===== config.mk =====
export PLATFORM = sky130hd
export DESIGN_NAME = chord_symbol_parser
export DESIGN_NICKNAME = d
export VERILOG_FILES = /design/src/sv/csp_pkg.sv /design/src/sv/csp_step.sv /design/src/sv/chord_symbol_parser.sv
export VERILOG_INCLUDE_DIRS = /design/src /design/src/sv
export SDC_FILE = /design/constraint.sdc
export NUM_CORES = 1
export LEC_CHECK = 0
export ABC_AREA = 1
export BUFFER_PORTS_ARGS = -buffer_cell sky130_fd_sc_hd__buf_2
export CORE_ASPECT_RATIO = 2
export CORE_UTILIZATION = 45
export CTS_BUF_LIST = sky130_fd_sc_hd__clkbuf_2 sky130_fd_sc_hd__clkbuf_4 sky130_fd_sc_hd__clkbuf_8
export DETAILED_ROUTE_END_ITERATION = 6
export HOLD_SLACK_MARGIN = 0.05
export MAX_ROUTING_LAYER = met4
export PLACE_DENSITY = 0.76
export SLEW_MARGIN = 20
export SYNTH_ARGS = -nofsm -noshare
export SYNTH_HDL_FRONTEND = slang
export SYNTH_SLANG_ARGS = --single-unit
export TNS_END_PERCENT = 30

===== constraint.sdc =====
create_clock -name clk -period 3.9 [get_ports clk]
set_input_delay 0.78 -clock clk [delete_from_list [all_inputs] [get_ports clk]]
set_output_delay 0.78 -clock clk [all_outputs]
set_load 0.02 [all_outputs]

===== src/sv/chord_symbol_parser_assert.svh =====
// assertion macros for the chord symbol parser
// depends on nothing; included by the top level only
`ifndef CHORD_SYMBOL_PARSER_ASSERT_SVH
`define CHORD_SYMBOL_PARSER_ASSERT_SVH

// same-cycle implication, disabled while reset is held
`define CSP_ASSERT_NOW(lbl, clk, rst_n, ante, cons) \
  lbl: assert property (@(posedge clk) disable iff (!rst_n) (ante) |-> (cons)) \
    else $error("assertion failed");

// next-cycle implication, disabled while reset is held
`define CSP_ASSERT_NEXT(lbl, clk, rst_n, ante, cons) \
  lbl: assert property (@(posedge clk) disable iff (!rst_n) (ante) |=> (cons)) \
    else $error("assertion failed");

`endif


===== src/sv/csp_pkg.sv =====
// shared types and constants of the chord symbol parser
// no dependencies; used by csp_step, chord_symbol_parser and the testbench
package csp_pkg;

  localparam int IN_TDATA_W  = 8;
  localparam int OUT_TDATA_W = 24;

  typedef enum logic [3:0] {
    PH_START   = 4'd0,
    PH_ROOT    = 4'd1,
    PH_ACC     = 4'd2,
    PH_M       = 4'd3,
    PH_O       = 4'd4,
    PH_X       = 4'd5,
    PH_AUG     = 4'd6,
    PH_MAJ     = 4'd7,
    PH_SEV     = 4'd8,
    PH_INV     = 4'd9,
    PH_AFTER_M = 4'd10,
    PH_INV1    = 4'd11,
    PH_INV2    = 4'd12,
    PH_DONE    = 4'd13
  } phase_t;

  typedef enum logic [3:0] {
    ERR_NONE        = 4'd0,
    ERR_ROOT        = 4'd1,
    ERR_M_O         = 4'd2,
    ERR_M_X         = 4'd3,
    ERR_AUG_MINOR   = 4'd4,
    ERR_M_NO_SEV    = 4'd5,
    ERR_SEV_MAJ7    = 4'd6,
    ERR_SEV_X       = 4'd7,
    ERR_INV_CHAR    = 4'd8,
    ERR_INV3_TRIAD  = 4'd9,
    ERR_TRAILING    = 4'd10
  } err_t;

  typedef struct packed {
    logic half;
    logic dim7;
    logic maj7;
    logic dom7;
    logic aug;
    logic dim;
    logic minor;
  } flags_t;

  typedef struct packed {
    phase_t            phase;
    err_t              err;
    logic signed [4:0] root;
    flags_t            flags;
    logic [1:0]        inv;
  } state_t;

  typedef struct packed {
    err_t              error_code;
    logic signed [4:0] root_pitch;
    logic              is_minor;
    logic              is_diminished;
    logic              is_augmented;
    logic              has_dom_seventh;
    logic              has_major_seventh;
    logic              has_dim_seventh;
    logic [1:0]        inversion_num;
    logic signed [5:0] bass_pitch;
  } result_t;

  localparam state_t STATE_RESET = '{
    phase: PH_START, err: ERR_NONE, root: 5'sd0, flags: '0, inv: 2'd0
  };

  // ascii codes of the tokens
  localparam logic [7:0] CH_STAR  = 8'h2A;
  localparam logic [7:0] CH_FLAT  = 8'h62;
  localparam logic [7:0] CH_SHARP = 8'h23;
  localparam logic [7:0] CH_MIN   = 8'h6D;
  localparam logic [7:0] CH_DIM   = 8'h6F;
  localparam logic [7:0] CH_HALF  = 8'h78;
  localparam logic [7:0] CH_AUG   = 8'h2B;
  localparam logic [7:0] CH_MAJ   = 8'h4D;
  localparam logic [7:0] CH_SEV   = 8'h37;
  localparam logic [7:0] CH_INV   = 8'h69;
  localparam logic [7:0] CH_C     = 8'h43;
  localparam logic [7:0] CH_D     = 8'h44;
  localparam logic [7:0] CH_E     = 8'h45;
  localparam logic [7:0] CH_F     = 8'h46;
  localparam logic [7:0] CH_G     = 8'h47;
  localparam logic [7:0] CH_A     = 8'h41;
  localparam logic [7:0] CH_B     = 8'h42;

endpackage


===== src/sv/csp_step.sv =====
// next-state and result logic of the chord symbol parser for one character
// depends on csp_pkg
module csp_step (
  input  csp_pkg::state_t  st,
  input  logic [7:0]       sym,
  input  logic             last,
  output csp_pkg::state_t  st_nxt,
  output csp_pkg::result_t res
);

  localparam logic signed [5:0] IV_MIN3 = 6'sd3;
  localparam logic signed [5:0] IV_MAJ3 = 6'sd4;
  localparam logic signed [5:0] IV_DIM5 = 6'sd6;
  localparam logic signed [5:0] IV_P5   = 6'sd7;
  localparam logic signed [5:0] IV_AUG5 = 6'sd8;
  localparam logic signed [5:0] IV_DIM7 = 6'sd9;
  localparam logic signed [5:0] IV_MIN7 = 6'sd10;
  localparam logic signed [5:0] IV_MAJ7 = 6'sd11;

  function automatic csp_pkg::phase_t token_slot(input logic [7:0] c);
    case (c)
      csp_pkg::CH_FLAT, csp_pkg::CH_SHARP: token_slot = csp_pkg::PH_ACC;
      csp_pkg::CH_MIN:  token_slot = csp_pkg::PH_M;
      csp_pkg::CH_DIM:  token_slot = csp_pkg::PH_O;
      csp_pkg::CH_HALF: token_slot = csp_pkg::PH_X;
      csp_pkg::CH_AUG:  token_slot = csp_pkg::PH_AUG;
      csp_pkg::CH_MAJ:  token_slot = csp_pkg::PH_MAJ;
      csp_pkg::CH_SEV:  token_slot = csp_pkg::PH_SEV;
      csp_pkg::CH_INV:  token_slot = csp_pkg::PH_INV;
      default:          token_slot = csp_pkg::PH_START;
    endcase
  endfunction

  // bit 5 flags a valid letter, low bits hold the semitone
  function automatic logic [5:0] root_code(input logic [7:0] c);
    case (c)
      csp_pkg::CH_C: root_code = {1'b1, 5'd0};
      csp_pkg::CH_D: root_code = {1'b1, 5'd2};
      csp_pkg::CH_E: root_code = {1'b1, 5'd4};
      csp_pkg::CH_F: root_code = {1'b1, 5'd5};
      csp_pkg::CH_G: root_code = {1'b1, 5'd7};
      csp_pkg::CH_A: root_code = {1'b1, 5'd9};
      csp_pkg::CH_B: root_code = {1'b1, 5'd11};
      default:       root_code = 6'd0;
    endcase
  endfunction

  csp_pkg::state_t   t;
  csp_pkg::state_t   fin;
  csp_pkg::phase_t   slot;
  logic [5:0]        rc;
  logic signed [5:0] root_x;
  logic signed [5:0] interval;

  always_comb begin
    t    = st;
    slot = token_slot(sym);
    rc   = root_code(sym);
    if (st.err == csp_pkg::ERR_NONE) begin
      case (st.phase)
        csp_pkg::PH_START, csp_pkg::PH_ROOT: begin
          if (st.phase == csp_pkg::PH_START && sym == csp_pkg::CH_STAR) begin
            t.phase = csp_pkg::PH_ROOT;
          end else if (rc[5]) begin
            t.root  = $signed(rc[4:0]);
            t.phase = csp_pkg::PH_ACC;
          end else begin
            t.err = csp_pkg::ERR_ROOT;
          end
        end
        csp_pkg::PH_AFTER_M: begin
          if (sym == csp_pkg::CH_SEV) begin
            t.flags.maj7 = 1'b1;
            t.phase      = csp_pkg::PH_SEV;
          end else begin
            t.err = csp_pkg::ERR_M_NO_SEV;
          end
        end
        csp_pkg::PH_INV1: begin
          if (sym == csp_pkg::CH_INV) begin
            t.inv   = 2'd2;
            t.phase = csp_pkg::PH_INV2;
          end else begin
            t.err = csp_pkg::ERR_INV_CHAR;
          end
        end
        csp_pkg::PH_INV2: begin
          if (sym != csp_pkg::CH_INV) begin
            t.err = csp_pkg::ERR_INV_CHAR;
          end else if (!(st.flags.dom7 || st.flags.maj7 || st.flags.dim7)) begin
            t.err = csp_pkg::ERR_INV3_TRIAD;
          end else begin
            t.inv   = 2'd3;
            t.phase = csp_pkg::PH_DONE;
          end
        end
        default: begin
          // tokens must come in slot order, each at most once
          if (slot == csp_pkg::PH_START || slot < st.phase) begin
            t.err = csp_pkg::ERR_TRAILING;
          end else begin
            case (slot)
              csp_pkg::PH_ACC: begin
                t.root  = st.root + ((sym == csp_pkg::CH_FLAT) ? -5'sd1 : 5'sd1);
                t.phase = csp_pkg::phase_t'(slot + 4'd1);
              end
              csp_pkg::PH_M: begin
                t.flags.minor = 1'b1;
                t.phase       = csp_pkg::phase_t'(slot + 4'd1);
              end
              csp_pkg::PH_O: begin
                if (st.flags.minor) begin
                  t.err = csp_pkg::ERR_M_O;
                end else begin
                  t.flags.minor = 1'b1;
                  t.flags.dim   = 1'b1;
                  t.phase       = csp_pkg::phase_t'(slot + 4'd1);
                end
              end
              csp_pkg::PH_X: begin
                if (st.flags.minor) begin
                  t.err = csp_pkg::ERR_M_X;
                end else begin
                  t.flags.minor = 1'b1;
                  t.flags.dim   = 1'b1;
                  t.flags.dom7  = 1'b1;
                  t.flags.half  = 1'b1;
                  t.phase       = csp_pkg::phase_t'(slot + 4'd1);
                end
              end
              csp_pkg::PH_AUG: begin
                if (st.flags.minor) begin
                  t.err = csp_pkg::ERR_AUG_MINOR;
                end else begin
                  t.flags.aug = 1'b1;
                  t.phase     = csp_pkg::phase_t'(slot + 4'd1);
                end
              end
              csp_pkg::PH_MAJ: begin
                t.phase = csp_pkg::PH_AFTER_M;
              end
              csp_pkg::PH_SEV: begin
                if (st.flags.maj7) begin
                  t.err = csp_pkg::ERR_SEV_MAJ7;
                end else if (st.flags.half) begin
                  t.err = csp_pkg::ERR_SEV_X;
                end else begin
                  if (st.flags.dim) t.flags.dim7 = 1'b1;
                  else t.flags.dom7 = 1'b1;
                  t.phase = csp_pkg::phase_t'(slot + 4'd1);
                end
              end
              default: begin
                t.inv   = 2'd1;
                t.phase = csp_pkg::PH_INV1;
              end
            endcase
          end
        end
      endcase
    end
  end

  // end-of-symbol checks: star alone, dangling M
  always_comb begin
    fin = t;
    if (t.err == csp_pkg::ERR_NONE) begin
      if (t.phase == csp_pkg::PH_ROOT) fin.err = csp_pkg::ERR_ROOT;
      else if (t.phase == csp_pkg::PH_AFTER_M) fin.err = csp_pkg::ERR_M_NO_SEV;
    end
  end

  always_comb begin
    root_x = {fin.root[4], fin.root};
    case (fin.inv)
      2'd1: interval = fin.flags.minor ? IV_MIN3 : IV_MAJ3;
      2'd2: interval = fin.flags.aug ? IV_AUG5 : (fin.flags.dim ? IV_DIM5 : IV_P5);
      2'd3: begin
        if (fin.flags.dom7) interval = IV_MIN7;
        else if (fin.flags.maj7) interval = IV_MAJ7;
        else if (fin.flags.dim7) interval = IV_DIM7;
        else interval = 6'sd0;
      end
      default: interval = 6'sd0;
    endcase
  end

  always_comb begin
    res            = '0;
    res.error_code = fin.err;
    if (fin.err == csp_pkg::ERR_NONE) begin
      res.root_pitch        = fin.root;
      res.is_minor          = fin.flags.minor;
      res.is_diminished     = fin.flags.dim;
      res.is_augmented      = fin.flags.aug;
      res.has_dom_seventh   = fin.flags.dom7;
      res.has_major_seventh = fin.flags.maj7;
      res.has_dim_seventh   = fin.flags.dim7;
      res.inversion_num     = fin.inv;
      res.bass_pitch        = root_x + interval;
    end
    st_nxt = last ? csp_pkg::STATE_RESET : t;
  end

endmodule


===== src/sv/chord_symbol_parser.sv =====
// top level of the chord symbol parser: input register, parse state, result register
// depends on csp_pkg, csp_step and chord_symbol_parser_assert.svh
//
// usage
//   in_*  : one ascii character per transfer in in_tdata, in_tlast marks the
//           final character of a chord symbol
//   out_* : one decoded chord per symbol, sent after its last character
//   every character advances the parse state; the first error is latched and
//   later characters of that symbol are ignored until the last one
// throughput and result path
//   one character per cycle sustained while no last character waits on a full
//   result register; out_tvalid rises once the last character has passed the input
//   register, then the parse logic into the result register
// reset
//   rst_n low empties the input and result registers and returns the parse
//   state to "expect star or root"; the state also returns there after every
//   last character
// stall
//   a non-last character is always consumed from the input register; a last
//   character waits there while the result register is full and not drained,
//   and only in that case is in_tready low; a held result keeps its tdata
`include "chord_symbol_parser_assert.svh"

module chord_symbol_parser (
  input  logic                             clk,
  input  logic                             rst_n,
  input  logic                             in_tvalid,
  output logic                             in_tready,
  input  logic [csp_pkg::IN_TDATA_W-1:0]   in_tdata,   // [7:0] symbol_char
  input  logic                             in_tlast,   // is_last
  output logic                             out_tvalid,
  input  logic                             out_tready,
  // [3:0] error_code, [8:4] root_pitch, [9] is_minor, [10] is_diminished,
  // [11] is_augmented, [12] has_dom_seventh, [13] has_major_seventh,
  // [14] has_dim_seventh, [16:15] inversion_num, [22:17] bass_pitch, [23] zero
  output logic [csp_pkg::OUT_TDATA_W-1:0]  out_tdata
);

  // input register
  logic       in_valid_r;
  logic [7:0] in_char_r;
  logic       in_last_r;

  // parse state
  csp_pkg::state_t  state_r;
  csp_pkg::state_t  state_nxt;
  csp_pkg::result_t res;

  // result register
  logic             out_valid_r;
  csp_pkg::result_t out_res_r;

  logic out_free;
  logic proc;
  logic in_xfer;

  // result slot can take a new chord when empty or being drained this cycle
  assign out_free  = !out_valid_r || out_tready;
  // only a last character needs the result slot
  assign proc      = in_valid_r && (!in_last_r || out_free);
  assign in_tready = !in_valid_r || proc;
  assign in_xfer   = in_tvalid && in_tready;

  csp_step u_step (
    .st     (state_r),
    .sym    (in_char_r),
    .last   (in_last_r),
    .st_nxt (state_nxt),
    .res    (res)
  );

  always_ff @(posedge clk) begin
    if (!rst_n) begin
      in_valid_r  <= 1'b0;
      out_valid_r <= 1'b0;
      state_r     <= csp_pkg::STATE_RESET;
    end else begin
      if (in_xfer) begin
        in_valid_r <= 1'b1;
      end else if (proc) begin
        in_valid_r <= 1'b0;
      end
      if (proc) begin
        state_r <= state_nxt;
      end
      if (proc && in_last_r) begin
        out_valid_r <= 1'b1;
      end else if (out_tready) begin
        out_valid_r <= 1'b0;
      end
    end
  end

  // payload registers, no reset needed
  always_ff @(posedge clk) begin
    if (in_xfer) begin
      in_char_r <= in_tdata[7:0];
      in_last_r <= in_tlast;
    end
    if (proc && in_last_r) begin
      out_res_r <= res;
    end
  end

  assign out_tvalid = out_valid_r;
  assign out_tdata  = {1'b0,
                       out_res_r.bass_pitch,
                       out_res_r.inversion_num,
                       out_res_r.has_dim_seventh,
                       out_res_r.has_major_seventh,
                       out_res_r.has_dom_seventh,
                       out_res_r.is_augmented,
                       out_res_r.is_diminished,
                       out_res_r.is_minor,
                       out_res_r.root_pitch,
                       out_res_r.error_code};

  // an errored chord carries nothing but its code
  `CSP_ASSERT_NOW(a_err_clears_fields, clk, rst_n,
    out_valid_r && out_res_r.error_code != csp_pkg::ERR_NONE, out_tdata[22:4] == 19'd0)

  // error codes stay in the dense range
  `CSP_ASSERT_NOW(a_err_range, clk, rst_n,
    out_valid_r, out_res_r.error_code <= csp_pkg::ERR_TRAILING)

  // the parser is back at its start after each last character
  `CSP_ASSERT_NEXT(a_state_reset, clk, rst_n,
    proc && in_last_r,
    state_r.phase == csp_pkg::PH_START && state_r.err == csp_pkg::ERR_NONE)

  // input backpressure only comes from a blocked result slot
  `CSP_ASSERT_NOW(a_ready_cause, clk, rst_n,
    !in_tready, in_valid_r && in_last_r && out_valid_r && !out_tready)

endmodule


Yosys cells after proc, flatten, opt, wreduce, memory -nomap -nowiden
Index checks and enable logic that the tools add are counted.
{ "word_totals": {"out_inout_bits": 26, "inputBits": 13, "reg_bits": 56} }
{ "classes": {"n_lt_le_gt_ge": 1, "n_mux": 74, "n_reduce_logical": 32, "add_sub_neg": 3, "n_eq_ne": 37} }
{ "ops": {"columns": ["operator", "count"], "rows": [
  ["== test 8 x 7 -> 1 bit (second input constant)", 13],
  ["two-way mux 4 bit", 26],
  ["two-way mux 22 bit", 2],
  ["one-hot mux 6 bit (7 select lines)", 1],
  ["== test 8 x 6 -> 1 bit (second input constant)", 4],
  ["one-hot mux 4 bit (4 select lines)", 2],
  ["one-hot mux 4 bit (8 select lines)", 1],
  ["one-hot mux 8 bit (4 select lines)", 1],
  ["two-way mux 6 bit", 4],
  ["== test 4 bit (second input constant)", 5],
  ["logical NOT 4 bit", 5],
  ["two-way mux 1 bit", 20],
  ["one-hot mux 6 bit (3 select lines)", 1],
  ["== test 4 x 3 -> 1 bit (second input constant)", 4],
  ["two-way mux 5 bit", 3],
  ["two-way mux 2 bit", 6],
  ["one-hot mux 5 bit (2 select lines)", 1],
  ["two-way mux 9 bit", 1],
  ["OR reduction 3 bit", 3],
  ["== test 4 x 1 -> 1 bit (second input constant)", 2],
  ["== test 4 x 2 -> 1 bit (second input constant)", 2],
  ["inequality test 8 x 7 -> 1 bit (second input constant)", 1],
  ["nonzero test 2 bit", 4],
  ["OR reduction 2 bit", 4],
  ["18 further kinds", 31]
]} }

Longest topological paths before layout
Gate-level depths: netlist of the first run.
{ "depth": {"word_depth": 15, "ltp_mapped": 28, "depth_no_buf": 28} }

By module
A second synthesis of the first run with hierarchy kept.
{ "unflattened": {"cells_unflattened": 664, "area_unflattened_um2": 4491.8} }
{ "by_module_without_submodules": {"columns": ["module", "area_each_um2", "seq_area_each_um2", "instances", "cells_per_inst"], "rows": [
  ["csp_step", 2371.0, 0.0, 1, 472],
  ["chord_symbol_parser", 2120.8, 1441.4, 1, 192]
]} }

Worst setup path before layout of the first run
Ideal clock, no wire load.
{ "synth_path": {"path_type": "reg2reg", "start": "reg in_char_r[1]", "end": "reg out_res_r, in the netlist out_tdata[21] (data pin)", "required_time_ns": 3.648, "arrival_ns": 3.521, "slack_ns": 0.127, "path_stages_with_launch": 28, "period_less_slack_ns": 3.773, "path_buffers": 0, "path_cell_list": "edfxtp_1 > nor2_1 > nand2_1 > nor2_1 > nor2_1 > nand2_2 > inv_2 > ha_1 > nor2_1 > inv_1 > nand2_1 > nand2_1 > nor2_2 > a21oi_1 > a21oi_1 > nand2_1 > o21ai_0 > nor2_1 > nand3_1 > o211ai_1 > ha_1 > fa_1 > a21oi_1 > nor2_1 > nor2_1 > xor2_1 > inv_1 > nor2_1"} }
{ "synth_via": {"elab_chain_cells": 15} }
{ "synth_lines": {"columns": ["element", "line", "text"], "rows": [
  ["start, declared", "chord_symbol_parser.sv:41", "logic [7:0] in_char_r;"],
  ["start signal, assigned", "chord_symbol_parser.sv:97", "in_char_r <= in_tdata[7:0];"],
  ["== test 8 x 6 -> 1 bit / == test 8 x 7 -> 1 bit (equally long branches)", "csp_step.sv:21, csp_step.sv:104", null],
  ["OR reduction 2 bit", "csp_step.sv:21", "case (c)"],
  ["one-hot mux 4 bit (8 select lines)", "csp_step.sv:21", null],
  ["adder 4 x 1 -> 4 bit", null, null],
  ["two-way mux 4 bit", "csp_step.sv:145", "end else if (st.flags.half) begin"],
  ["two-way mux 4 bit", "csp_step.sv:143", "if (st.flags.maj7) begin"],
  ["one-hot mux 4 bit (4 select lines)", "csp_step.sv:102", "case (slot)"],
  ["two-way mux 4 bit", "csp_step.sv:99", "if (slot == csp_pkg::PH_START || slot < st.phase) begin"],
  ["one-hot mux 8 bit (4 select lines)", "csp_step.sv:60", "case (st.phase)"],
  ["two-way mux 22 bit (*)", "csp_step.sv:59", "if (st.err == csp_pkg::ERR_NONE) begin"],
  ["== test 4 bit", "csp_step.sv:169", "else if (t.phase == csp_pkg::PH_AFTER_M) fin.err = csp_pkg::ERR_M_NO_SEV;"],
  ["two-way mux 4 bit", "csp_step.sv:169", null],
  ["two-way mux 4 bit", "csp_step.sv:168", "if (t.phase == csp_pkg::PH_ROOT) fin.err = csp_pkg::ERR_ROOT;"],
  ["two-way mux 4 bit", "csp_step.sv:167", "if (t.err == csp_pkg::ERR_NONE) begin"],
  ["logical NOT 4 bit", "csp_step.sv:191", "if (fin.err == csp_pkg::ERR_NONE) begin"],
  ["end signal, assigned", "chord_symbol_parser.sv:101", "out_res_r <= res;"],
  ["end, declared", "chord_symbol_parser.sv:51", "csp_pkg::result_t out_res_r;"]
]} }
Mark *: on every way between the ends. The rest lies on a longest branch, timed or not. The select of a mux whose other input is x is not followed.
A chain may end at the register's enable or synchronous reset.

Worst setup path in the final report of the first run
Ends and elaborated chain as after synthesis.

==> results of run 1 <==
[metrics by stage]
| stage | hold slack, ns | area, µm² |
|---|---|---|
| floorplan | 0.4391 | 4064 |
| global placement | 0.4507 | 4801 |
| detailed placement | 0.4665 | 4801 |
| CTS | 0.4838 | 4913 |
| global route | 0.5033 | 5149 |
| finish | 0.4938 | 5149 |
[area by class of cell]
cell class                      count  area share (%)
Clock inverter                      3          0.4131
Timing Repair Buffer              108           14.31
Tap cell                          100           2.430
Inverter                           90           6.610
Multi-Input combinational cell    424           46.90
Sequential cell                    56           28.00
Clock buffer                        5           1.337
[final timing paths]
| path | from | cells past startpoint | endpoint | slack [ns] |
|---|---|---|---|---|
| max | in_char_r[1]$_DFFE_PP_ | 26 | out_tdata[21]$_SDFFCE_PP0P_ | 0.10 |
| min | state_r[13]$_SDFFE_PN0P_ | 2 | state_r[13]$_SDFFE_PN0P_ | 0.49 |
| max reg2reg | in_char_r[1]$_DFFE_PP_ | 26 | out_tdata[21]$_SDFFCE_PP0P_ | 0.10 |
| min reg2reg | state_r[13]$_SDFFE_PN0P_ | 2 | state_r[13]$_SDFFE_PN0P_ | 0.49 |
[routing by layer]
metal	wire, µm	share of wire [%]
met5	0	0
met4	1092	8.6
met3	529	4.2
met2	6895	54
met1	4139	33
[repair_timing]
item                       in CTS  in global routing
pin swaps                       2                 24
buffers inserted                1                  5
cloned                          0                  0
setup endpoints to repair       1                  6
resized for setup               8                 64
[state kept, by name, indices dropped and copies added (netlist names)]
signal / cells
in_char_r: 8
out_tdata: 23
in_last_r: 1
in_valid_r: 1
out_tvalid: 1
state_r: 22
[worst max-delay path: stages, from the launching register on]
cell and delay, ns:
edfxtp_1 0.48, buf_6 0.17, nand2_4 0.08, nor2_1 0.08
nand2_1 0.11, nand2_4 0.07, inv_1 0.06, nand2_2 0.05
ha_1 0.27, nand2_1 0.06, a21oi_2 0.11, nand2_2 0.09
a21oi_4 0.18, buf_6 0.13, nand2_2 0.07, o31ai_1 0.20
inv_1 0.11, nand3_1 0.10, o211ai_1 0.10, ha_2 0.20
fa_2 0.37, a21oi_2 0.12, nor2_1 0.05, nor2_1 0.12
xor2_1 0.15, inv_1 0.05, nor2_1 0.08
[power breakdown]
part	switching, mW	leakage (nW)	total [mW]	internal [mW]
clock	0.216	0.0445	0.345	0.128
sequential	0.0128	0.487	0.653	0.640
combinational	0.164	1.78	0.244	0.0796
[cells by family (layout without fill, tap and decap cells)]
kind of cell | Yosys count | count (layout) | synth area share [%]
XOR/XNOR | 4 | 4 | 0.8622
other | 1 | 1 | 0.09228
buffers and inverters | 101 | 206 | 9.883
adder cells (fa/ha/maj) | 15 | 15 | 4.988
flip-flops | 56 | 56 | 35.47
AND/OR/NAND/NOR | 303 | 303 | 34.05
AO/OA/AOI/OAI | 101 | 101 | 14.66
[synthesized netlist by cell type (all sizes together)]
| cell | instances |
|---|---|
| o41ai | 1 |
| a211oi | 8 |
| nor2 | 89 |
| nand3 | 45 |
| clkbuf | 7 |
| a311oi | 1 |
| clkinv | 2 |
| nor3 | 7 |
| o311ai | 1 |
| o22ai | 2 |
| a31o | 1 |
| o211ai | 5 |
| o31ai | 3 |
| nand4 | 2 |
| inv | 88 |
| dfxtp | 24 |
| o21bai | 2 |
| xnor2 | 1 |
| ha | 13 |
| a21o | 1 |
| o21ai | 29 |
| buf | 4 |
| a41oi | 2 |
| xor2 | 3 |
| nand2 | 155 |
| conb | 1 |
| a21oi | 43 |
| or2 | 2 |
| fa | 2 |
| a31oi | 2 |
| edfxtp | 32 |
| nor4 | 3 |
[cells in the final DEF (no fill, tap or decap), types with 2 or more instances in the layout]
cell | Yosys | final
nand2_1 | 142 | 127
buf_4 | 2 | 66
inv_1 | 74 | 65
nor2_1 | 65 | 52
a21oi_1 | 41 | 40
buf_2 | 1 | 37
nand3_1 | 39 | 35
edfxtp_1 | 32 | 32
nor2_2 | 22 | 28
o21ai_0 | 27 | 24
nand2_2 | 11 | 24
dfxtp_1 | 24 | 24
inv_2 | 13 | 22
nand3_2 | 6 | 9
nor2_4 | 2 | 9
a211oi_1 | 8 | 8
ha_1 | 13 | 8
nor3_1 | 7 | 7
o211ai_1 | 5 | 5
clkbuf_8 | 0 | 5
buf_6 | 0 | 5
o21ai_2 | 0 | 4
nand2_4 | 2 | 4
ha_2 | 0 | 4
xor2_1 | 3 | 3
clkinv_1 | 2 | 2
o31ai_1 | 3 | 2
o22ai_1 | 2 | 2
a41oi_1 | 2 | 2
a31oi_1 | 2 | 2
o21bai_1 | 2 | 2
a21oi_2 | 1 | 2
nand4_1 | 2 | 2
==> impl_metrics.json, run 1 <==
{
  "total_power_mw": 1.242,
  "dp_hpwl_um": 10030,
  "required_ns": 4.09,
  "yosysTopAreaCell": "edfxtp_1",
  "synth_nets": 609,
  "clock-root-buffer": "clkbuf_8",
  "endpoint_kind": "flop",
  "outcome": "completed",
  "syn_area_per_cell_um2": 6.995,
  "grt_max_degree": 25,
  "p_leak_nw": 2.310,
  "final_util_pct": 59.12,
  "die_h_um": 136.4,
  "cts_sinks": 56,
  "layout_setup_ws_ns": 0.1013,
  "skew_ns": 0.01184,
  "drv_slew": 0,
  "cp-start-kind": "flop",
  "use_met2_pct": 52.54,
  "powerDensity_nw_per_um2": 241.1,
  "use_met1_pct": 22.37,
  "vias_per_cell": 5.525,
  "numCtsBuffers": 5,
  "areaGrowthSynthToFinish_pct": 26.69,
  "core_area_um2": 8708,
  "gp_congestion": 1.003,
  "clock_path_buffers": 2,
  "die_area_um2": 9438,
  "place_ws_ns": -0.06199,
  "wl_um": 12660,
  "dp_cells": 772,
  "synth_top_area_share_pct": 23.65,
  "synth.distinct_cells": 46,
  "start_util_pct": 46.67,
  "drive_above_1_share_pct": 33.97,
  "netlist_top_cells_area": "edfxtp_1 24%, nand2_1 13%, dfxtp_1 12%",
  "cap_violations": 0,
  "fmaxAchievable_ghz": 0.2633,
  "seq_area_um2": 1441,
  "worst_slew_margin_rel_pct": 34.94,
  "cts_tree": "built",
  "grt_overflow": 0,
  "cts_htree_levels": 2,
  "nets": 713,
  "gr-usage-all-layers_pct": 27.06,
  "yosysWarnings": 0,
  "synth-seq-cells": 56,
  "rsz0062_at_grt": "true",
  "worstSetupPathType": "flop to flop",
  "wl_per_cell_um": 16.10,
  "finalNonFillerCells": 786,
  "synth_seq_area_share_pct": 35.47,
  "grt_util_met3_pct": 3.336,
  "portBuffers": 37,
  "peakVddDrop_mv": 0.1724,
  "period_minus_slack_ns": 3.799,
  "finalSetupViolCount": 0,
  "worst_skew_pair.late_latency_ns": 0.33,
  "grt-busiest-layer": "met2",
  "rows": 48,
  "synth_area_um2": 4064,
  "hold_violations": 0,
  "worstMarginPinSlew_ns": 0.9637,
  "path_max_fanout": 4,
  "pin_count": 39,
  "antenna_found_initial": 0,
  "fill_cells": 797,
  "clk_pin_slew_ns": 0.11,
  "dr.pass1.iters": 5,
  "drt_iter0_drc": 185,
  "postRouteAntennaNets": 0,
  "num_antenna_cells": 0,
  "hold_path.class": "flop to flop",
  "tns_ns": 0,
  "multi_input_area_um2": 2415,
  "grt_pass1_wl_um": 19090,
  "netlist_instances": 581,
  "route.vias.total": 4343,
  "critPathArrivalTime_ns": 3.99,
  "fin_crit_sh_pct": 97.40,
  "grt_pass1_vias": 4078,
  "remaining_drc_errors": 0,
  "ctsHoldBuffers": 0,
  "die_w_um": 69.20
}
Note: power is estimated with default switching activity, not from simulation.
==> inputs of run 2 (changes only) <==
BUFFER_PORTS_ARGS = unset   (was -buffer_cell sky130_fd_sc_hd__buf_2)
CORE_ASPECT_RATIO = unset   (was 2)
DONT_BUFFER_PORTS = 1   (was unset)
PLACE_DENSITY = 0.72   (was 0.76)
==> run 2 against run 1 <==
  * Worst hold slack worse by 0.015 ns
  * Clock power up 31%
  * Die area shrank 0.24%
  * Power rose by 5.9%
  * Worst setup slack worse by 0.024 ns
  * Sequential share of layout area rose by 2.4 points
==> impl_metrics.json, run 2 (synthesized netlist as in run 1, its figures left out) <==
{
  "cap_violations": 0,
  "die_area_um2": 9415,
  "required_ns": 3.96,
  "clock_path_buffers": 2,
  "placed_area_um2": 4385,
  "hold_path_depth": 2,
  "fmaxAchievable_ghz": 0.2616,
  "largest_reg_flops": 23,
  "hold_path.class": "flop to flop",
  "wl_per_cell_um": 14.93,
  "fin_crit_sh_pct": 98.01,
  "outcome": "completed",
  "fill_cells": 808,
  "gr-usage-all-layers_pct": 23.84,
  "switching_share_pct": 26.52,
  "place_ws_ns": -0.06658,
  "grt_pass1_wl_um": 17540,
  "crit_path_max_incr_delay_ns": 0.46,
  "holdWs_ns": 0.4788,
  "cp-start-kind": "flop",
  "powerDensity_nw_per_um2": 277.0,
  "path_max_fanout": 6,
  "endpoint_kind": "flop",
  "most-common-layout-cells": "131 x nand2_1, 70 x inv_1, 58 x nor2_1",
  "ctsHoldBuffers": 0,
  "cp.depth": 25,
  "areaGrowthSynthToFinish_pct": 16.84,
  "critPathTopFamily": "simple AND/OR/NAND/NOR gates",
  "skew_ns": 0.01357,
  "hold_violations": 0,
  "mostFrequentLayoutCell": "nand2_1",
  "num_antenna_cells": 0,
  "cts_tree": "built",
  "fin_area_um2": 4748,
  "die_h_um": 97.03,
  "drv_slew": 0,
  "remaining_drc_errors": 0,
  "p_leak_nw": 2.030,
  "finalSetupViolCount": 0,
  "grt_overflow": 0,
  "power_frac_comb_pct": 15.1,
  "grt_max_degree": 25,
  "rows": 34,
  "total_power_mw": 1.315,
  "ff2ff_path_depth": 25,
  "numCtsBuffers": 5,
  "period_minus_slack_ns": 3.822,
  "critPathArrivalTime_ns": 3.89,
  "pin_count": 39,
  "cpMostUsedCell": "nor2_1",
  "layout_setup_ws_ns": 0.07780,
  "cts_htree_levels": 2,
  "route.vias.total": 4009,
  "vias_per_cell": 5.499,
  "portBuffers": 0,
  "finalNonFillerCells": 729,
  "dp_cells": 711,
  "clk_pin_slew_ns": 0.10,
  "die_w_um": 97.03,
  "worst_skew_pair.late_latency_ns": 0.31,
  "rsz0062_at_grt": "true",
  "net-switching-power_mw": 0.3488,
  "dr.pass1.iters": 5,
  "drt_iter0_drc": 264,
  "drive_above_1_share_pct": 24.32,
  "clock-root-buffer": "clkbuf_8",
  "peakVddDrop_mv": 0.1415,
  "cts_sinks": 56,
  "worstSetupPathType": "flop to flop",
  "nets": 648,
  "gp_congestion": 1.001,
  "wl_um": 10890,
  "p_int_mw": 0.9664,
  "worstMarginPinSlew_ns": 0.8893,
  "antenna_found_initial": 0,
  "pwr-share-clk_pct": 34.5,
  "p_seq_share_pct": 50.4,
  "grt_pass1_vias": 3659,
  "start_util_pct": 46.60,
  "cp_slowest_cell": "edfxtp_1",
  "postRouteAntennaNets": 0,
  "core_area_um2": 8721,
  "dp_hpwl_um": 8270,
  "crit_buf_inv": 5,
  "worst_slew_margin_rel_pct": 39.96
}
[run 2: cell types whose count changed in the layout (fill, tap and decap cells not counted), sizes merged]
cell,change
buf,-65
bufinv,+2
clkbuf,+1
clkinvlp,-1
inv,-1
clkinv,-1
[run 2: area by class of cell]
cell class | count | area [µm²] | area share [%]
clock buffer | 6 | 76.32 | 1.607
inverter | 90 | 340.3 | 7.167
timing repair buffer | 43 | 326.6 | 6.877
tap | 108 | 135.1 | 2.846
clock inverter | 2 | 60.06 | 1.265
sequential | 56 | 1441 | 30.36
multi-input combinational | 424 | 2369 | 49.88
[run 2: per-layer routing]
layer	wire length (µm)	vias up	global-route usage [%]
met5	0	-	-
met4	340	0	8.496
met3	598	30	3.035
met2	5156	178	39.71
met1	4789	1828	29.71
li1	-	1973	-
[run 2: final timing paths]
path                                 from  slack [ns]                     endpoint
setup / recovery   in_char_r[3]$_DFFE_PP_        0.08  out_tdata[20]$_SDFFCE_PP0P_
hold / removal    state_r[4]$_SDFFE_PN0P_        0.48      state_r[4]$_SDFFE_PN0P_
setup reg to reg   in_char_r[3]$_DFFE_PP_        0.08  out_tdata[20]$_SDFFCE_PP0P_
hold reg to reg   state_r[4]$_SDFFE_PN0P_        0.48      state_r[4]$_SDFFE_PN0P_
[run 2: repair_timing]
item                                    in CTS  in global routing
buffers inserted                             2                  8
endpoints found under the setup margin       1                  5
resized for setup                           11                 35
pin swaps                                    4                 17
[run 2: power groups by stage]
stage	clock network, mW	logic, mW	registers (mW)
final	0.453	0.199	0.663
after global routing	0.483	0.218	0.665
after CTS	0.467	0.188	0.663
after detailed placement	0	0.184	0.677
after global placement	0	0.183	0.676
after floorplan	0	0.139	0.673
[run 2: metrics by stage]
stage,TNS [ns],util [%]
6_report,0,54.45
3_3_place_gp,0,50.29
4_1_cts,0,52.53
3_5_place_dp,-0.06658,50.29
5_1_grt,-0.3270,54.45
2_1_floorplan,0,-
[run 2: worst min-delay path, stage by stage, from the launching register on]
cell	delay, ns
dfxtp_1	0.31
inv_1	0.06
a211oi_1	0.06
==> inputs of run 3 (changes only) <==
ABC_AREA = unset   (was 1)
==> run 3 against run 2 <==
  * The flow now finishes with violations (design-rule violations, negative setup slack)
  * Wire length grew 16%
  * Global-route usage grew 3.8 points
  * Register-to-register slack worse by 0.29 ns
  * Synthesized area rose by 1.7%
  * Critical path type unchanged
  * Largest cell class unchanged
  * Largest power group unchanged
==> impl_metrics.json, run 3 <==
{
  "r2r_end": "out_tdata[20]$_SDFFCE_PP0P_",
  "ctsHoldBuffers": 0,
  "power_frac_comb_pct": 16.3,
  "netlist_top_cells_area": "edfxtp_1 23%, dfxtp_1 12%, a21oi_1 5.1%",
  "portBuffers": 0,
  "worstMarginPinSlew_ns": 0.9242,
  "gr-usage-all-layers_pct": 27.68,
  "route.vias.total": 4041,
  "pin_count": 39,
  "powerDensity_nw_per_um2": 251.1,
  "muxShareOfSynthArea_pct": 1.483,
  "period_minus_slack_ns": 4.111,
  "outcome": "finished with violations",
  "die_h_um": 97.85,
  "net-switching-power_mw": 0.3342,
  "drive_above_1_share_pct": 34.56,
  "skew_ns": 0.005295,
  "fin_crit_sh_pct": 105.4,
  "rows": 34,
  "netlist_instances": 466,
  "wl_um": 12670,
  "synth_xor_area_share_pct": 2.119,
  "cp-start-kind": "flop",
  "syn_area_per_cell_um2": 8.871,
  "failed_checks": "design-rule violations, negative setup slack",
  "fill_cells": 741,
  "start_util_pct": 46.95,
  "hold_violations": 0,
  "remaining_drc_errors": 6,
  "drv_slew": 0,
  "p_seq_share_pct": 49.9,
  "numCtsBuffers": 5,
  "synth_nets": 494,
  "most-common-layout-cells": "93 x buf_4, 36 x nand2_1, 34 x a21oi_1",
  "clock-root-buffer": "clkbuf_8",
  "die_area_um2": 9574,
  "largest_reg_flops": 23,
  "place_ws_ns": -0.2486,
  "cap_violations": 0,
  "hp-start": "state_r[0]$_SDFFE_PN0P_",
  "synth_top_family_by_area": "compound AO/OA/AOI/OAI gates",
  "critPathArrivalTime_ns": 4.16,
  "hold_path_depth": 2,
  "dp_hpwl_um": 9593,
  "synthArstFlopShare_pct": 0,
  "synth_area_um2": 4134,
  "dr.pass1.iters": 7,
  "peakVddDrop_mv": 0.1636,
  "synth_fa_ha_area_share_pct": 4.903,
  "cts_sinks": 56,
  "grt_max_degree": 25,
  "ys.flop_type": "edfxtp_1",
  "p_leak_nw": 2.089,
  "cts_tree": "built",
  "antenna_found_initial": 0,
  "num_antenna_cells": 0,
  "endpoint_kind": "flop",
  "final_util_pct": 60.06,
  "layout_setup_ws_ns": -0.2112,
  "clock_path_buffers": 2,
  "worst_slew_margin_rel_pct": 38.32,
  "synth_top_area_share_pct": 23.24,
  "hold_path.class": "flop to flop",
  "hold_path_end": "state_r[0]$_SDFFE_PN0P_",
  "yosysTopAreaCell": "edfxtp_1",
  "grt_overflow": 0,
  "wl_per_cell_um": 19.44,
  "worstSetupPathType": "flop to flop",
  "synth_common_cells": "42 x a21oi_1, 37 x nand2_1, 32 x edfxtp_1, 30 x nor2_1, 24 x dfxtp_1",
  "areaGrowthSynthToFinish_pct": 27.94,
  "path_max_fanout": 5,
  "required_ns": 3.95,
  "mostFrequentLayoutCell": "buf_4",
  "nets": 571,
  "drt_iter0_drc": 289,
  "yosysMostFrequentCell": "a21oi_1",
  "synth_compound_gate_area_share_pct": 27.36,
  "switching_share_pct": 25.16,
  "grt_pass1_wl_um": 20280,
  "yosysWarnings": 0,
  "worst_skew_pair.late_latency_ns": 0.30,
  "postRouteAntennaNets": 0,
  "total_power_mw": 1.328,
  "vias_per_cell": 6.198,
  "p_int_mw": 0.9938,
  "cts_htree_levels": 2,
  "synth_seq_area_share_pct": 34.87,
  "synth_edf_count": 32,
  "fmaxAchievable_ghz": 0.2432,
  "die_w_um": 97.85,
  "gp_congestion": 0.9845,
  "reg2reg_slack_ns": -0.21,
  "finalSetupViolCount": 4,
  "r2r-start": "in_char_r[0]$_DFFE_PP_",
  "synth.distinct_cells": 81,
  "pwr-share-clk_pct": 33.9,
  "grt_pass1_vias": 3923,
  "synth-seq-cells": 56,
  "core_area_um2": 8806,
  "ff2ff_path_depth": 20,
  "rsz0062_at_grt": "true",
  "synth_simple_gate_area_share_pct": 24.00,
  "clk_pin_slew_ns": 0.10
}
[run 3: cell types whose count changed in the layout (fill, tap and decap cells not counted), sizes merged, moves of 10 or more]
cell / change
nand3: -33
nor2: -58
o21ai: -10
buf: +57
inv: -70
nor2b: +14
nand2: -118
a31oi: +10
nor3: +11
[run 3: kinds of logic after synthesis]
| family | count (synthesis) |
|---|---|
| other | 1 |
| DFF | 56 |
| buffers and inverters | 48 |
| AOI/OAI and AO/OA | 158 |
| xor gates and xnor gates | 10 |
| adders and majority gates | 15 |
| and+or+nand+nor | 172 |
| muxes | 6 |
[run 3: through the flow]
stage                     instance area [µm²]  hold slack, ns  setup TNS (ns)  std cells
after floorplan                          4289          0.5019         -0.2569        466
after global placement                   4922          0.5187         -0.3868        629
after detailed placement                 4922          0.5359         -0.7771        629
after CTS                                5197          0.5568         -0.1479        647
after global routing                     5289          0.5498          -1.726        652
final                                    5289          0.5586         -0.5046        652
[run 3: critical path: stages (launching register included)]
cell	delay (ns)
edfxtp_1	0.40
buf_4	0.17
nor4b_4	0.30
and4_4	0.30
nor3_4	0.06
inv_2	0.07
ha_4	0.15
a21oi_4	0.06
nand2_2	0.09
nor3_4	0.06
or3_4	0.38
o21a_1	0.23
o21ai_4	0.20
mux2i_1	0.25
a22o_1	0.22
ha_1	0.24
a21o_1	0.17
a21oi_2	0.14
buf_4	0.13
xor2_1	0.18
a211oi_2	0.07
[run 3: routing by layer]
layer | GRT usage, % | up-vias | share of wire [%]
met2 | 43.50 | 153 | 47
met5 | - | - | 0
met4 | 9.790 | 0 | 3.2
met1 | 35.91 | 1921 | 44
met3 | 4.724 | 37 | 6.0
li1 | - | 1930 | -
[run 3: power by group through the flow]
stage          sequential, mW  combinational, mW  clock [mW]
2_1_floorplan           0.669              0.132           0
3_3_place_gp            0.676              0.192           0
3_5_place_dp            0.677              0.196           0
4_1_cts                 0.661              0.207       0.460
5_1_grt                 0.664              0.233       0.475
6_report                0.662              0.216       0.450
[run 3: what timing repair did]
action	in CTS	in global routing
endpoints found under the setup margin	5	20
resized for setup	19	12
pin swaps	26	9
buffers inserted	10	5
[run 3: area by class of cell]
cell class              instances  area (µm²)  share of cell area [%]
multi-input cells             362        2726                   51.55
repair buffers                100       779.5                   14.74
well taps                     108       135.1                   2.555
inverters                      18       70.07                   1.325
clock buffers                   6       76.32                   1.443
clock inverters                 2       60.06                   1.136
flip-flops and latches         56        1441                   27.25
[run 3: worst max-delay path by stage]
stage,start,to,slack (ns),depth (start not counted)
6_report,in_char_r[0]$_DFFE_PP_,out_tdata[20]$_SDFFCE_PP0P_,-0.21,20
5_1_grt,in_char_r[7]$_DFFE_PP_,out_tdata[20]$_SDFFCE_PP0P_,-0.39,20
4_1_cts,in_char_r[3]$_DFFE_PP_,out_tdata[21]$_SDFFCE_PP0P_,-0.07,18
3_5_place_dp,in_char_r[6]$_DFFE_PP_,out_tdata[21]$_SDFFCE_PP0P_,-0.25,15
3_3_place_gp,in_char_r[6]$_DFFE_PP_,out_tdata[21]$_SDFFCE_PP0P_,-0.14,15
2_1_floorplan,in_char_r[0]$_DFFE_PP_,out_tdata[21]$_SDFFCE_PP0P_,-0.1,21
